**src/rtl/ipc_pkg.sv**
```systemverilog
`default_nettype none
package ipc_pkg;

    // Table geometry
    localparam int CAPACITY = 4096;
    localparam int ADDR_W   = (CAPACITY > 1) ? $clog2(CAPACITY) : 1;
    localparam int CNT_W    = $clog2(CAPACITY + 1);

    // Fixed field widths
    localparam int KEY_W   = 32;
    localparam int SLOT_W  = 12;
    localparam int PKT_W   = 32;
    localparam int DIST_W  = 13;
    localparam int INS_W   = 32;

    // Work queue depth
    localparam int QDEPTH  = 2;
    localparam int QPTR_W  = 1;
    localparam int QCNT_W  = 2;

    // Configuration register indexes
    localparam int CFG_IDX_W = 2;
    localparam logic [CFG_IDX_W-1:0] CFG_KEY_SELECT       = 2'd0;
    localparam logic [CFG_IDX_W-1:0] CFG_USE_GIVEN_SLOT   = 2'd1;
    localparam logic [CFG_IDX_W-1:0] CFG_COUNT_INSERTIONS = 2'd2;

    // Result status codes
    localparam logic STATUS_OK   = 1'b0;
    localparam logic STATUS_FULL = 1'b1;

    typedef struct packed {
        logic [KEY_W-1:0]  src_addr;
        logic [KEY_W-1:0]  dst_addr;
        logic [SLOT_W-1:0] given_slot;
    } in_item_t;

    typedef struct packed {
        logic [SLOT_W-1:0] slot;
        logic [PKT_W-1:0]  packet_count;
        logic              new_key;
        logic              status;
        logic [DIST_W-1:0] distinct_keys;
        logic [INS_W-1:0]  insertions;
    } out_item_t;

    // Classified job handed from front to back
    typedef struct packed {
        logic              lookup;
        logic [KEY_W-1:0]  key;
        logic [ADDR_W-1:0] slot;
        logic              bad;
        logic              cnt_ins;
    } job_t;

    // Back-end status seen by the front end
    typedef struct packed {
        logic clearing;
    } back_stat_t;

    typedef enum logic [2:0] {
        ST_CLEAR,
        ST_IDLE,
        ST_SEARCH,
        ST_READ,
        ST_WRITE,
        ST_OUT
    } back_state_t;

endpackage
`default_nettype wire

```
**src/rtl/ipc_front.sv**
```systemverilog
`default_nettype none
module ipc_front (
    input  wire                                clk,
    input  wire                                rst_n,
    input  wire                                in_valid,
    output logic                               in_stall,
    input  ipc_pkg::in_item_t                  in_data,
    input  wire                                cfg_we,
    input  wire [ipc_pkg::CFG_IDX_W-1:0]       cfg_index,
    input  wire                                cfg_data,
    input  wire                                q_full,
    input  ipc_pkg::back_stat_t                stat,
    output logic                               q_push,
    output ipc_pkg::job_t                      q_data
);

    logic key_select_reg, key_select_next;
    logic use_given_reg, use_given_next;
    logic cnt_ins_reg, cnt_ins_next;

    // Decode configuration writes
    always_comb
    begin
        key_select_next = key_select_reg;
        use_given_next  = use_given_reg;
        cnt_ins_next    = cnt_ins_reg;
        if (cfg_we)
        begin
            case (cfg_index)
                ipc_pkg::CFG_KEY_SELECT:       key_select_next = cfg_data;
                ipc_pkg::CFG_USE_GIVEN_SLOT:   use_given_next  = cfg_data;
                ipc_pkg::CFG_COUNT_INSERTIONS: cnt_ins_next    = cfg_data;
                default:                       ;
            endcase
        end
    end

    always_ff @(posedge clk or negedge rst_n)
    begin
        if (!rst_n)
        begin
            key_select_reg <= 1'b1;
            use_given_reg  <= 1'b1;
            cnt_ins_reg    <= 1'b0;
        end
        else
        begin
            key_select_reg <= key_select_next;
            use_given_reg  <= use_given_next;
            cnt_ins_reg    <= cnt_ins_next;
        end
    end

    // Hold off while the queue is full or the table is being cleared
    assign in_stall = q_full | stat.clearing;
    assign q_push   = in_valid & ~in_stall;

    // Classify the item
    always_comb
    begin
        q_data.lookup  = ~use_given_reg;
        q_data.key     = key_select_reg ? in_data.src_addr : in_data.dst_addr;
        q_data.slot    = in_data.given_slot[ipc_pkg::ADDR_W-1:0];
        q_data.bad     = ({1'b0, in_data.given_slot} >= (ipc_pkg::SLOT_W+1)'(ipc_pkg::CAPACITY));
        q_data.cnt_ins = cnt_ins_reg;
    end

endmodule
`default_nettype wire

```
**config.mk**
```make
export PLATFORM = sky130hd
export DESIGN_NAME = ipc_front
export DESIGN_NICKNAME = d
export VERILOG_FILES = /design/src/rtl/ipc_pkg.sv /design/src/rtl/ipc_front.sv
export SDC_FILE = /design/constraint.sdc
export NUM_CORES = 1
export LEC_CHECK = 0
export CAP_MARGIN = 20
export CELL_PAD_IN_SITES_DETAIL_PLACEMENT = 0
export CELL_PAD_IN_SITES_GLOBAL_PLACEMENT = 2
export CORE_MARGIN = 2
export CORE_UTILIZATION = 25
export CTS_CLUSTER_SIZE = 8
export DETAILED_ROUTE_END_ITERATION = 16
export DONT_BUFFER_PORTS = 1
export PLACE_DENSITY_LB_ADDON = 0.1
export RECOVER_POWER = 50
export SETUP_SLACK_MARGIN = 0.4
export SLEW_MARGIN = 0
export SYNTH_ARGS = -nofsm -noshare
export SYNTH_HDL_FRONTEND = slang
export SYNTH_SLANG_ARGS = --single-unit
```
**constraint.sdc**
```tcl
create_clock -name clk -period 1.15 [get_ports clk]
set_input_delay 0.115 -clock clk [delete_from_list [all_inputs] [get_ports clk]]
set_output_delay 0.115 -clock clk [all_outputs]
set_load 0.02 [all_outputs]
```
==> results by group <==
Placement
  – Routability cong.: 0.6280
  – Post-DP HPWL: 1.515 mm
  – Port buffer count: 0

Synth
  – Area leader, netlist: mux2_4
  – Synth Instances: 64
  – Top cells by area, synth: mux2_4 54%, buf_4 13%, mux2_2 8.4%, buf_12 7.5%, dfstp_2 6.6%
  – Count leader, synth: mux2_4
  – Top cell type's share of synthesized area: 0.5438
  – Number of synthesized flops with an enable pin: 0
  – Yosys Warn Count: 0
  – Synthesized cell area: 800.8 µm²
  – Seq/Total Area, Yosys: 0.09687
  – Synth top cells by count: 29 x mux2_4, 14 x buf_4, 6 x mux2_2, 3 x buf_12
  – Most used DFF post-synth: dfstp_2
  – Fraction of registers with async set/reset: 1.000
  – Avg Cell Area, Syn: 12.51 µm²
  – Synth cell types: 13
  – Number of synthesized register bits: 3
  – Post-synth net total: 149

Timing
  – Min Tclk post-route: 1.476 ns
  – Final Max Tran Viols: 0
  – Fin worst setup slack: -0.3263 ns
  – Final setup viols: 32
  – Skew final: 0 ns
  – RSZ-0062 raised after global routing: true
  – Fin. Hold Viols: 0
  – F_max: 677.3 MHz
  – Final worst-path cycle share: 1.284

Clock network
  – CTS tree: yes
  – Clk Latency, worst-skew pair: 0.24 ns
  – CTS Buffer Depth: 2
  – Clock buffer count from CTS: 3
  – CTS Sinks: 3
  – Htree depth: 1
  – Clock Pin Slew Worst Setup and Hold Paths: 0.04 ns
  – Clk root buf: clkbuf_4

Power and ir drop
  – Psw: 514.1 µW
  – Power share of the sequential group: 0.146
  – Clock power share: 0.166
  – Pwr dens: 1484 nW/µm²
  – Total Power: 1175 µW
  – Logic pwr share: 0.688
  – Pleak: 0.0003772 µW
  – Switching share of power: 0.4374
  – Max VDD drop: 552.2 µV
  – Design internal power: 661.1 µW

Detailed routing
  – Met3 routed WL: 257 µm
  – DR top layer: met4
  – Met2 WL: 981 µm
  – Wirelength, routed: 1.693 mm
  – Routed Antenna Nets: 0
  – Drt wl/cell: 17.45 µm
  – Vias: 451
  – Metal-1 WL: 428 µm
  – First-pass iteration count of the detailed router: 4
  – DR iter-0 viols: 8
  – Via/cell ratio: 4.649
  – DRC viols: 0

Outcome
  – Failing checks: negative setup slack
  – Status: finished with violations

GRT
  – Total gr overflow: 0
  – GRT Total Usage: 0.07686
  – Initial antenna violation count: 0
  – Vias in the first global route: 464
  – Global-route wire length before repair: 1.987 mm
  – Largest net degree at the start of global routing: 18

Finish
  – Layout cells sized above 1: 0.8679
  – Fillers: 333
  – Area delta synth->final: -1.094%
  – Total Nets Final: 139
  – Diode count: 0
  – Post-layout util: 0.2594

Min path
  – Hold Path Class: input pin to flip-flop

Floorplan
  – Site Rows: 20
  – Core footprint: 3053 µm²
  – Die height: 60.60 µm
  – I/O Pins: 134
  – Starting Density: 0.2623
  – Die area: 3672 µm²
  – Die Width: 60.60 µm

Worst setup path
  – Kind of critical path: flip-flop to primary output
  – Crit path max fanout: 17
  – Crit path DAT: 1.36 ns
  – CP Launch Type: flip-flop
  – CP peak stage delay: 0.57 ns
  – Worst EP required: 1.03 ns
  – Crit. End Element: primary output
  – Worst-path cell chain: buf_12, mux2_4
  – Slowest cell on crit path: dfstp_2

Run
  – Max-Cap Viols: 0
## power by group through the flow
stage | Clock (µW) | Sequential, µW | Combinational (µW)
6_report | 195 | 172 | 808
3_5_place_dp | 0 | 164 | 771
2_1_floorplan | 0 | 144 | 877
5_1_grt | 219 | 174 | 851
3_3_place_gp | 0 | 161 | 773
4_1_cts | 201 | 173 | 813
## cells by family (layout without fill, tap and decap cells)
kind of cell / count (synthesis) / after routing / share of synthesized area
multiplexers: 35 / 35 / 0.6281
buffers and inverters: 20 / 9 / 0.2297
AND/OR/NAND/NOR: 5 / 5 / 0.04062
flip-flops: 3 / 3 / 0.09687
other: 1 / 1 / 0.004683
## path summary, 6_finish.rpt
path	from	end	slack, ns	cells past startpoint
setup reg to reg	key_select_reg	key_select_reg	0.18	2
hold / removal	cfg_data	cnt_ins_reg	0.02	1
max in group asynchronous	rst_n	use_given_reg	0.80	1
setup / recovery	key_select_reg	q_data[14]	-0.33	2
min in group asynchronous	rst_n	cnt_ins_reg	0.13	1
hold reg to reg	cnt_ins_reg	cnt_ins_reg	0.62	1
## per-layer routing
| layer | track usage | vias up |
|---|---|---|
| met2 | 0.1551 | 68 |
| li1 | - | 185 |
| met3 | 0.02559 | 2 |
| met1 | 0.05784 | 196 |
| met4 | 0.05590 | 0 |
| met5 | 0 | - |
## critical path: cells and delay by family (launching register included)
family                 cells  cell delay [ns]
multiplexers               1             0.36
flip-flops                 1             0.57
buffers and inverters      1             0.18
## cell usage in the layout, fill, tap and decap left out
| master | netlist | routed |
|---|---|---|
| buf_12 | 3 | 2 |
| clkbuf_1 | 0 | 1 |
| clkbuf_4 | 0 | 3 |
| conb_1 | 1 | 1 |
| dfrtp_2 | 0 | 1 |
| dfstp_2 | 2 | 2 |
| dlygate4sd3_1 | 0 | 1 |
| inv_1 | 2 | 1 |
| inv_4 | 0 | 1 |
| mux2_4 | 29 | 35 |
| nand3b_1 | 2 | 2 |
| nor2_4 | 0 | 1 |
| nor3b_1 | 1 | 1 |
| or2_4 | 0 | 1 |
## what timing repair did
action / CTS / global route
setup buffers: 0 / 0
setup endpoints to repair: 36 / 37
resized for setup: 10 / 1
endpoints found under the hold margin: 3 / 0
cloned: 0 / 0
hold buffers: 1 / 0
## metrics by stage
stage | setup TNS, ns | hold slack [ns] | setup WS [ns] | cell area, µm² | cells
2_1_floorplan | -2.135 | -0.1806 | -0.07459 | 814.5 | 64
3_3_place_gp | -2.673 | -0.1805 | -0.1489 | 720.7 | 92
3_5_place_dp | -3.275 | -0.1805 | -0.1762 | 720.7 | 92
4_1_cts | -10.41 | 0.01762 | -0.3380 | 788.3 | 97
5_1_grt | -11.55 | 0.004633 | -0.3711 | 792.0 | 97
6_report | -10.06 | 0.02186 | -0.3263 | 792.0 | 97
## area by class of cell
class / instances / area, µm² / area share
multi-input cells: 41 / 571.8 / 0.7220
flip-flops and latches: 3 / 78.83 / 0.09953
well taps: 44 / 55.05 / 0.06951
repair buffers: 3 / 50.05 / 0.06319
clock buffers: 4 / 26.28 / 0.03318
inverters: 2 / 10.01 / 0.01264
(Power assumes the default switching activity.)
