File: src/rtl/ipc_pkg.sv
`default_nettype none
package ipc_pkg;

    // Table geometry
    localparam int CAPACITY = 4096;
    localparam int ADDR_W   = (CAPACITY > 1) ? $clog2(CAPACITY) : 1;
    localparam int CNT_W    = $clog2(CAPACITY + 1);

    // Fixed field widths
    localparam int KEY_W   = 32;
    localparam int SLOT_W  = 12;
    localparam int PKT_W   = 32;
    localparam int DIST_W  = 13;
    localparam int INS_W   = 32;

    // Work queue depth
    localparam int QDEPTH  = 2;
    localparam int QPTR_W  = 1;
    localparam int QCNT_W  = 2;

    // Configuration register indexes
    localparam int CFG_IDX_W = 2;
    localparam logic [CFG_IDX_W-1:0] CFG_KEY_SELECT       = 2'd0;
    localparam logic [CFG_IDX_W-1:0] CFG_USE_GIVEN_SLOT   = 2'd1;
    localparam logic [CFG_IDX_W-1:0] CFG_COUNT_INSERTIONS = 2'd2;

    // Result status codes
    localparam logic STATUS_OK   = 1'b0;
    localparam logic STATUS_FULL = 1'b1;

    typedef struct packed {
        logic [KEY_W-1:0]  src_addr;
        logic [KEY_W-1:0]  dst_addr;
        logic [SLOT_W-1:0] given_slot;
    } in_item_t;

    typedef struct packed {
        logic [SLOT_W-1:0] slot;
        logic [PKT_W-1:0]  packet_count;
        logic              new_key;
        logic              status;
        logic [DIST_W-1:0] distinct_keys;
        logic [INS_W-1:0]  insertions;
    } out_item_t;

    // Classified job handed from front to back
    typedef struct packed {
        logic              lookup;
        logic [KEY_W-1:0]  key;
        logic [ADDR_W-1:0] slot;
        logic              bad;
        logic              cnt_ins;
    } job_t;

    // Back-end status seen by the front end
    typedef struct packed {
        logic clearing;
    } back_stat_t;

    typedef enum logic [2:0] {
        ST_CLEAR,
        ST_IDLE,
        ST_SEARCH,
        ST_READ,
        ST_WRITE,
        ST_OUT
    } back_state_t;

endpackage
`default_nettype wire

File: src/rtl/ipc_queue.sv
`default_nettype none
module ipc_queue (
    input  wire                  clk,
    input  wire                  rst_n,
    input  wire                  push,
    input  ipc_pkg::job_t        push_data,
    input  wire                  pop,
    output ipc_pkg::job_t        pop_data,
    output logic                 empty,
    output logic                 full
);

    ipc_pkg::job_t                  entry_reg [ipc_pkg::QDEPTH];
    logic [ipc_pkg::QPTR_W-1:0]     wptr_reg, wptr_next;
    logic [ipc_pkg::QPTR_W-1:0]     rptr_reg, rptr_next;
    logic [ipc_pkg::QCNT_W-1:0]     cnt_reg, cnt_next;

    assign empty    = (cnt_reg == '0);
    assign full     = (cnt_reg == ipc_pkg::QCNT_W'(ipc_pkg::QDEPTH));
    assign pop_data = entry_reg[rptr_reg];

    // Advance pointers and occupancy
    always_comb
    begin
        wptr_next = push ? wptr_reg + 1'b1 : wptr_reg;
        rptr_next = pop  ? rptr_reg + 1'b1 : rptr_reg;
        cnt_next  = cnt_reg;
        if (push && !pop)
            cnt_next = cnt_reg + 1'b1;
        else if (pop && !push)
            cnt_next = cnt_reg - 1'b1;
    end

    always_ff @(posedge clk or negedge rst_n)
    begin
        if (!rst_n)
        begin
            wptr_reg <= '0;
            rptr_reg <= '0;
            cnt_reg  <= '0;
        end
        else
        begin
            wptr_reg <= wptr_next;
            rptr_reg <= rptr_next;
            cnt_reg  <= cnt_next;
        end
    end

    // Store pushed items
    always_ff @(posedge clk)
    begin
        if (push)
            entry_reg[wptr_reg] <= push_data;
    end

endmodule
`default_nettype wire

File: config.mk
export PLATFORM = sky130hd
export DESIGN_NAME = ipc_queue
export DESIGN_NICKNAME = d
export VERILOG_FILES = /design/src/rtl/ipc_pkg.sv /design/src/rtl/ipc_queue.sv
export SDC_FILE = /design/constraint.sdc
export NUM_CORES = 1
export LEC_CHECK = 0
export ABC_CLOCK_PERIOD_IN_PS = 3400
export BUFFER_PORTS_ARGS = -buffer_cell sky130_fd_sc_hd__clkbuf_2
export CORE_MARGIN = 3
export CORE_UTILIZATION = 52
export CTS_CLUSTER_SIZE = 20
export DETAILED_ROUTE_END_ITERATION = 10
export GPL_ROUTABILITY_DRIVEN = 0
export PLACE_DENSITY = 0.84
export SYNTH_ARGS = -nofsm -noshare
export SYNTH_HDL_FRONTEND = slang
export SYNTH_SLANG_ARGS = --single-unit
File: constraint.sdc
create_clock -name clk -period 3.4 [get_ports clk]
set_input_delay 0.68 -clock clk [delete_from_list [all_inputs] [get_ports clk]]
set_output_delay 0.68 -clock clk [all_outputs]
set_load 0.05 [all_outputs]
==> flow_metrics.py, run 1 <==
metrics = {
    "die": {
        "die_h_um": 89.87,
        "dieWidth_um": 89.87,
        "row_count": 29,
        "dieArea_um2": 8076,
        "core_um2": 6568,
        "start_util_pct": 55.69,
        "ios": 100,
    },
    "layout": {
        "n_antenna_cell": 0,
        "drive_gt1_share_pct": 60.36,
        "largest_reg_flops": 94,
        "n_fill_cell": 454,
        "syn2layout_area_growth_pct": 22.31,
        "nets": 323,
    },
    "synth": {
        "async_reset_ff_share_pct": 4.082,
        "synth_most_common_cell": "edfxtp_1",
        "synth_cell_types": 13,
        "yosysSeqAreaShare_pct": 79.92,
        "synth_area_um2": 3657,
        "yosys.area.top_type": "edfxtp_1",
        "ys_top_cells_by_area": "edfxtp_1 (77%), mux2_2 (8.3%), mux2_4 (8.2%)",
        "ys_top_cells_by_count": "edfxtp_1 (94), mux2_2 (27), mux2_4 (20), dfrtp_1 (4), xor2_1 (4)",
        "ys.flop_type": "edfxtp_1",
        "synth_edf_count": 94,
        "ys_warn_count": 0,
        "avgSynthCellArea_um2": 22.58,
        "yosysTopAreaCellShare_pct": 77.18,
        "synth_seq_cells": 98,
        "synth_nets": 214,
        "synthCells": 162,
    },
    "clock_network": {
        "cts_tree": "yes",
        "root_buffer": "clkbuf_8",
        "clock-sinks": 98,
        "clock_path_buffers": 2,
        "cts_setup_buffers": 0,
        "clock_latency_ns": 0.34,
        "cts_resized": 0,
        "htreeDepth": 3,
        "cts_hold_buffers": 0,
        "clkTransAtPathRegs_ns": 0.08,
        "numCtsBuffers": 9,
    },
    "worst_setup_path": {
        "startpoint_type": "register",
        "r2r_slack_ns": 1.76,
        "worst_r2r_endpoint": "entry_reg[0][14]",
        "cp.arrival_ns": 1.91,
        "path_class": "register to output port",
        "worstPathRequired_ns": 2.72,
        "r2r_cells": 2,
        "rr_startpoint": "wptr_reg",
        "critPathCaptureType": "output port",
        "cp_max_fo": 29,
        "endpoint": "pop_data[39]",
        "startpoint": "rptr_reg",
    },
    "routing": {
        "antenna_left": 0,
        "wl_per_cell_um": 16.14,
        "drc": 0,
        "vias": 1788,
        "dr.pass1.iters": 4,
        "drt_first_iter_violations": 44,
        "postRouteWirelength_um": 5940,
        "avgViaCountPerCell": 4.859,
    },
    "power_and_ir_drop": {
        "ir_drop_v": 0.0006315,
        "power.leakage_uw": 0.001779,
        "power_uw": 4250,
        "powerDensity_nw_per_um2": 950.1,
    },
    "grt": {
        "grt_remaining_overflow": 0,
        "grt_max_degree": 30,
        "antenna_found_initial": 0,
        "grtUsageTotal_pct": 15.27,
        "grt_pass1_vias": 1936,
        "grt_pass1_wl_um": 9508,
    },
    "outcome": {
        "outcome": "completed",
    },
    "placement": {
        "dp_hpwl_um": 4286,
        "port_buffers": 99,
        "post-place-ws_ns": 1.142,
    },
    "timing": {
        "drv_slew": 0,
        "maxSlewHeadroom_pct": 50.51,
        "fmax_mhz": 385.5,
        "finalSetupViolCount": 0,
        "worst_pin_slew_ns": 0.7408,
        "fin_setup_tns_ns": 0,
        "period_needed_ns": 2.594,
        "period_share_pct": 76.30,
        "rsz0062_at_grt": "false",
        "finalHoldViolations": 0,
        "timing.final.ws_setup_ns": 0.8058,
        "fin_skew_ns": 0.006839,
    },
    "job": {
        "drv_cap": 0,
    },
    "hold_path": {
        "min_path_type": "input port to async pin",
    },
}
final cells by class:
type	count	area [um^2]	area share [%]
inverters	1	3.754	0.08392
multi-input cells	58	695.7	15.55
flip-flops and latches	98	2924	65.37
clock buffers	9	123.9	2.769
clock inverters	6	58.81	1.315
repair buffers	103	550.5	12.31
well taps	93	116.4	2.601
kinds of logic (layout without fill, tap and decap cells):
kind of cell | count (synthesis) | in the layout | synth area share [%]
xor+xnor | 5 | 5 | 1.197
fa+ha+maj | 1 | 1 | 0.3421
flops | 98 | 98 | 79.92
mux | 47 | 47 | 16.52
simple gates | 5 | 5 | 0.7186
buf+inv | 6 | 119 | 1.300
metal layers:
| metal | track usage, % | part of all wire, % | wire (um) |
|---|---|---|---|
| met2 | 26.25 | 50 | 2960 |
| met1 | 17.99 | 41 | 2459 |
| met5 | 0 | 0 | 0 |
| met3 | 4.674 | 7.1 | 419 |
| met4 | 6.122 | 1.7 | 100 |
worst min path at each step:
stage / from / to / depth (start not counted)
2_1_floorplan: rst_n / cnt_reg[0] / 0
3_3_place_gp: cnt_reg[1] / cnt_reg[1] / 1
3_5_place_dp: cnt_reg[1] / cnt_reg[1] / 1
4_1_cts: rst_n / cnt_reg[1] / 1
5_1_grt: rst_n / cnt_reg[0] / 1
6_report: rst_n / cnt_reg[1] / 1
cell usage in the layout (no fill, tap or decap):
cell,synthesis,final
clkinv_4,0,1
xor2_1,4,4
and2_2,0,1
edfxtp_1,94,94
clkbuf_8,0,9
clkinv_2,0,1
xnor2_1,1,1
dfrtp_2,0,1
mux2_2,27,27
nor2b_4,0,1
clkinv_1,0,2
nor2_1,2,2
dfrtp_1,4,3
ha_1,1,1
mux2_4,20,20
clkbuf_2,0,99
bufinv_16,0,1
clkinvlp_4,0,1
buf_12,0,2
nor2b_1,2,1
buf_4,0,2
inv_1,1,1
report_power, final:
part | internal (uW) | total, uW | switching [uW]
registers | 1600 | 1720 | 115
clock network | 331 | 687 | 356
logic | 559 | 1840 | 1290
total | 2490 | 4250 | 1760
critical path: stages, from the launching register on:
cell,delay [ns]
dfrtp_2,0.66
buf_12,0.29
mux2_2,0.38
clkbuf_2,0.24
through the flow:
| step | hold slack [ns] | util, % | instances | cell area [um^2] |
|---|---|---|---|---|
| floorplan | 0.3844 | - | 162 | 3657 |
| global placement | 0.4780 | 65.33 | 353 | 4290 |
| detailed placement | 0.4903 | 65.33 | 353 | 4290 |
| CTS | 0.1243 | 68.11 | 368 | 4473 |
| global route | 0.1191 | 68.11 | 368 | 4473 |
| finish | 0.1377 | 68.11 | 368 | 4473 |
No activity file was read; power rests on OpenSTA's default activity.
==> run 2, diff against run 1 <==
ABC_CLOCK_PERIOD_IN_PS = 2200   (was 3400)
CORE_UTILIZATION = 47   (was 52)
PLACE_DENSITY = 0.81   (was 0.84)
clock period = 2.2 ns   (was 3.4 ns; I/O delays follow)
==> run 2 against run 1 <==
First-iteration DRC count rose by 4.5%; combinational power grew 61%; die area grew 9.9%; sequential share of layout area fell by 1.1 points; flip-flop and latch count unchanged; utilization shrank 6.7 points; largest power group unchanged; power up 60%; critical path type unchanged; largest cell class unchanged; clock power up 78%; clock-buffer cell count unchanged; design area grew 1.7%; via count is 2.5% higher.
==> flow_metrics.py, run 2 (synthesis gave the netlist of run 1 again) <==
metrics = {
    "outcome": {
        "outcome": "completed",
    },
    "clock_network": {
        "clock-sinks": 98,
        "clock_path_buffers": 2,
        "htreeDepth": 3,
        "clock_latency_ns": 0.34,
        "clkTransAtPathRegs_ns": 0.09,
        "cts_resized": 0,
        "numCtsBuffers": 9,
        "cts_setup_buffers": 0,
        "root_buffer": "clkbuf_8",
        "cts_tree": "yes",
    },
    "timing": {
        "rsz0062_at_grt": "false",
        "finalSetupViolCount": 0,
        "worst_pin_slew_ns": 0.3768,
        "period_share_pct": 93.21,
        "fin_skew_ns": 0.008033,
        "period_needed_ns": 2.051,
        "fmax_mhz": 487.7,
        "finalHoldViolations": 0,
        "maxSlewHeadroom_pct": 74.88,
        "fin_setup_tns_ns": 0,
        "drv_slew": 0,
    },
    "routing": {
        "dr.pass1.iters": 4,
        "wl_per_cell_um": 15.58,
        "antenna_left": 0,
        "avgViaCountPerCell": 4.862,
        "vias": 1833,
        "drt_first_iter_violations": 46,
        "drc": 0,
        "postRouteWirelength_um": 5872,
    },
    "hold_path": {
        "min_path_type": "input port to register",
    },
    "layout": {
        "syn2layout_area_growth_pct": 24.39,
        "nets": 325,
        "final_util_pct": 61.41,
        "drive_gt1_share_pct": 61.15,
        "largest_reg_flops": 94,
        "layout_common_cells": "clkbuf_2 (99), edfxtp_1 (94), mux2_2 (27)",
        "n_antenna_cell": 0,
        "mostFrequentLayoutCell": "clkbuf_2",
        "layout.cells.non_filler": 377,
        "fin_area_um2": 4549,
    },
    "grt": {
        "antenna_found_initial": 0,
        "grtUsageTotal_pct": 14.22,
        "grt_remaining_overflow": 0,
        "grt_pass1_wl_um": 9370,
        "grt_max_degree": 48,
        "grt_pass1_vias": 1949,
    },
    "placement": {
        "dp_hpwl_um": 3909,
        "port_buffers": 99,
        "dp.cells": 359,
        "dpl_cell_area_um2": 4298,
    },
    "die": {
        "row_count": 31,
        "start_util_pct": 49.37,
        "ios": 100,
        "dieArea_um2": 8876,
        "die_h_um": 94.21,
        "core_um2": 7408,
        "dieWidth_um": 94.21,
    },
    "power_and_ir_drop": {
        "ir_drop_v": 0.0009495,
        "seq_power_share_pct": 38.3,
        "powerDensity_nw_per_um2": 1491,
        "clkPwrFrac_pct": 18.0,
        "power_uw": 6781,
        "power.leakage_uw": 0.001818,
        "p_int_uw": 4025,
        "combPwrFrac_pct": 43.7,
        "swShare_pct": 40.65,
        "p_sw_uw": 2757,
    },
    "worst_setup_path": {
        "path_class": "register to output port",
        "critPathCaptureType": "output port",
        "worstPathRequired_ns": 1.76,
        "startpoint_type": "register",
        "cp_max_fo": 23,
        "cp.arrival_ns": 1.61,
    },
    "job": {
        "drv_cap": 0,
    },
}
## run 2: final timing paths
check                              start               end  slack (ns)  cells after the start
min in group asynchronous          rst_n        cnt_reg[1]        0.43                      2
min reg2reg                   cnt_reg[1]        cnt_reg[1]        0.50                      1
min                        push_data[39]  entry_reg[0][39]        0.28                      1
max reg2reg                     wptr_reg  entry_reg[1][34]        0.77                      2
max in group asynchronous          rst_n          rptr_reg        1.61                      2
max                             rptr_reg      pop_data[37]        0.15                      3
## run 2: worst max-delay path: stages (launching register included)
cell	delay [ns]
dfrtp_2	0.43
clkbuf_16	0.25
mux2_2	0.35
clkbuf_2	0.24
## run 2: metrics by stage
step	hold WS, ns	setup slack [ns]
2_1_floorplan	0.1444	0.09108
3_3_place_gp	0.2528	0.4412
3_5_place_dp	0.2621	0.4345
4_1_cts	0.2521	0.04213
5_1_grt	0.2461	0.05563
6_report	0.2765	0.1494
## run 2: power groups by stage
stage	clock, uW	combinational, uW	sequential [uW]
2_1_floorplan	0	2390	2610
3_3_place_gp	0	2930	2620
3_5_place_dp	0	2950	2640
4_1_cts	1260	2960	2590
5_1_grt	1330	3110	2640
6_report	1220	2960	2590
## run 2: final cells by class
type,count,area (um^2)
inverters,1,3.754
fillers,566,2859
multi-input cells,58,695.7
flip-flops and latches,98,2924
clock buffers,9,123.9
repair buffers,105,585.6
well taps,99,123.9
clock inverters,7,92.59
## run 2: routing by layer
| metal | up-vias | wire length, um | share of wire [%] | global-route usage [%] |
|---|---|---|---|---|
| met5 | - | 0 | 0 | 0 |
| met3 | 7 | 522 | 8.9 | 6.490 |
| met1 | 901 | 2281 | 39 | 16.91 |
| li1 | 851 | - | - | - |
| met2 | 74 | 2984 | 51 | 22.58 |
| met4 | 0 | 83 | 1.4 | 5.535 |
## run 2: what timing repair did
item                       CTS  global route
setup endpoints to repair    0             1
hold endpoints to repair     4             0
hold buffers                 1             0
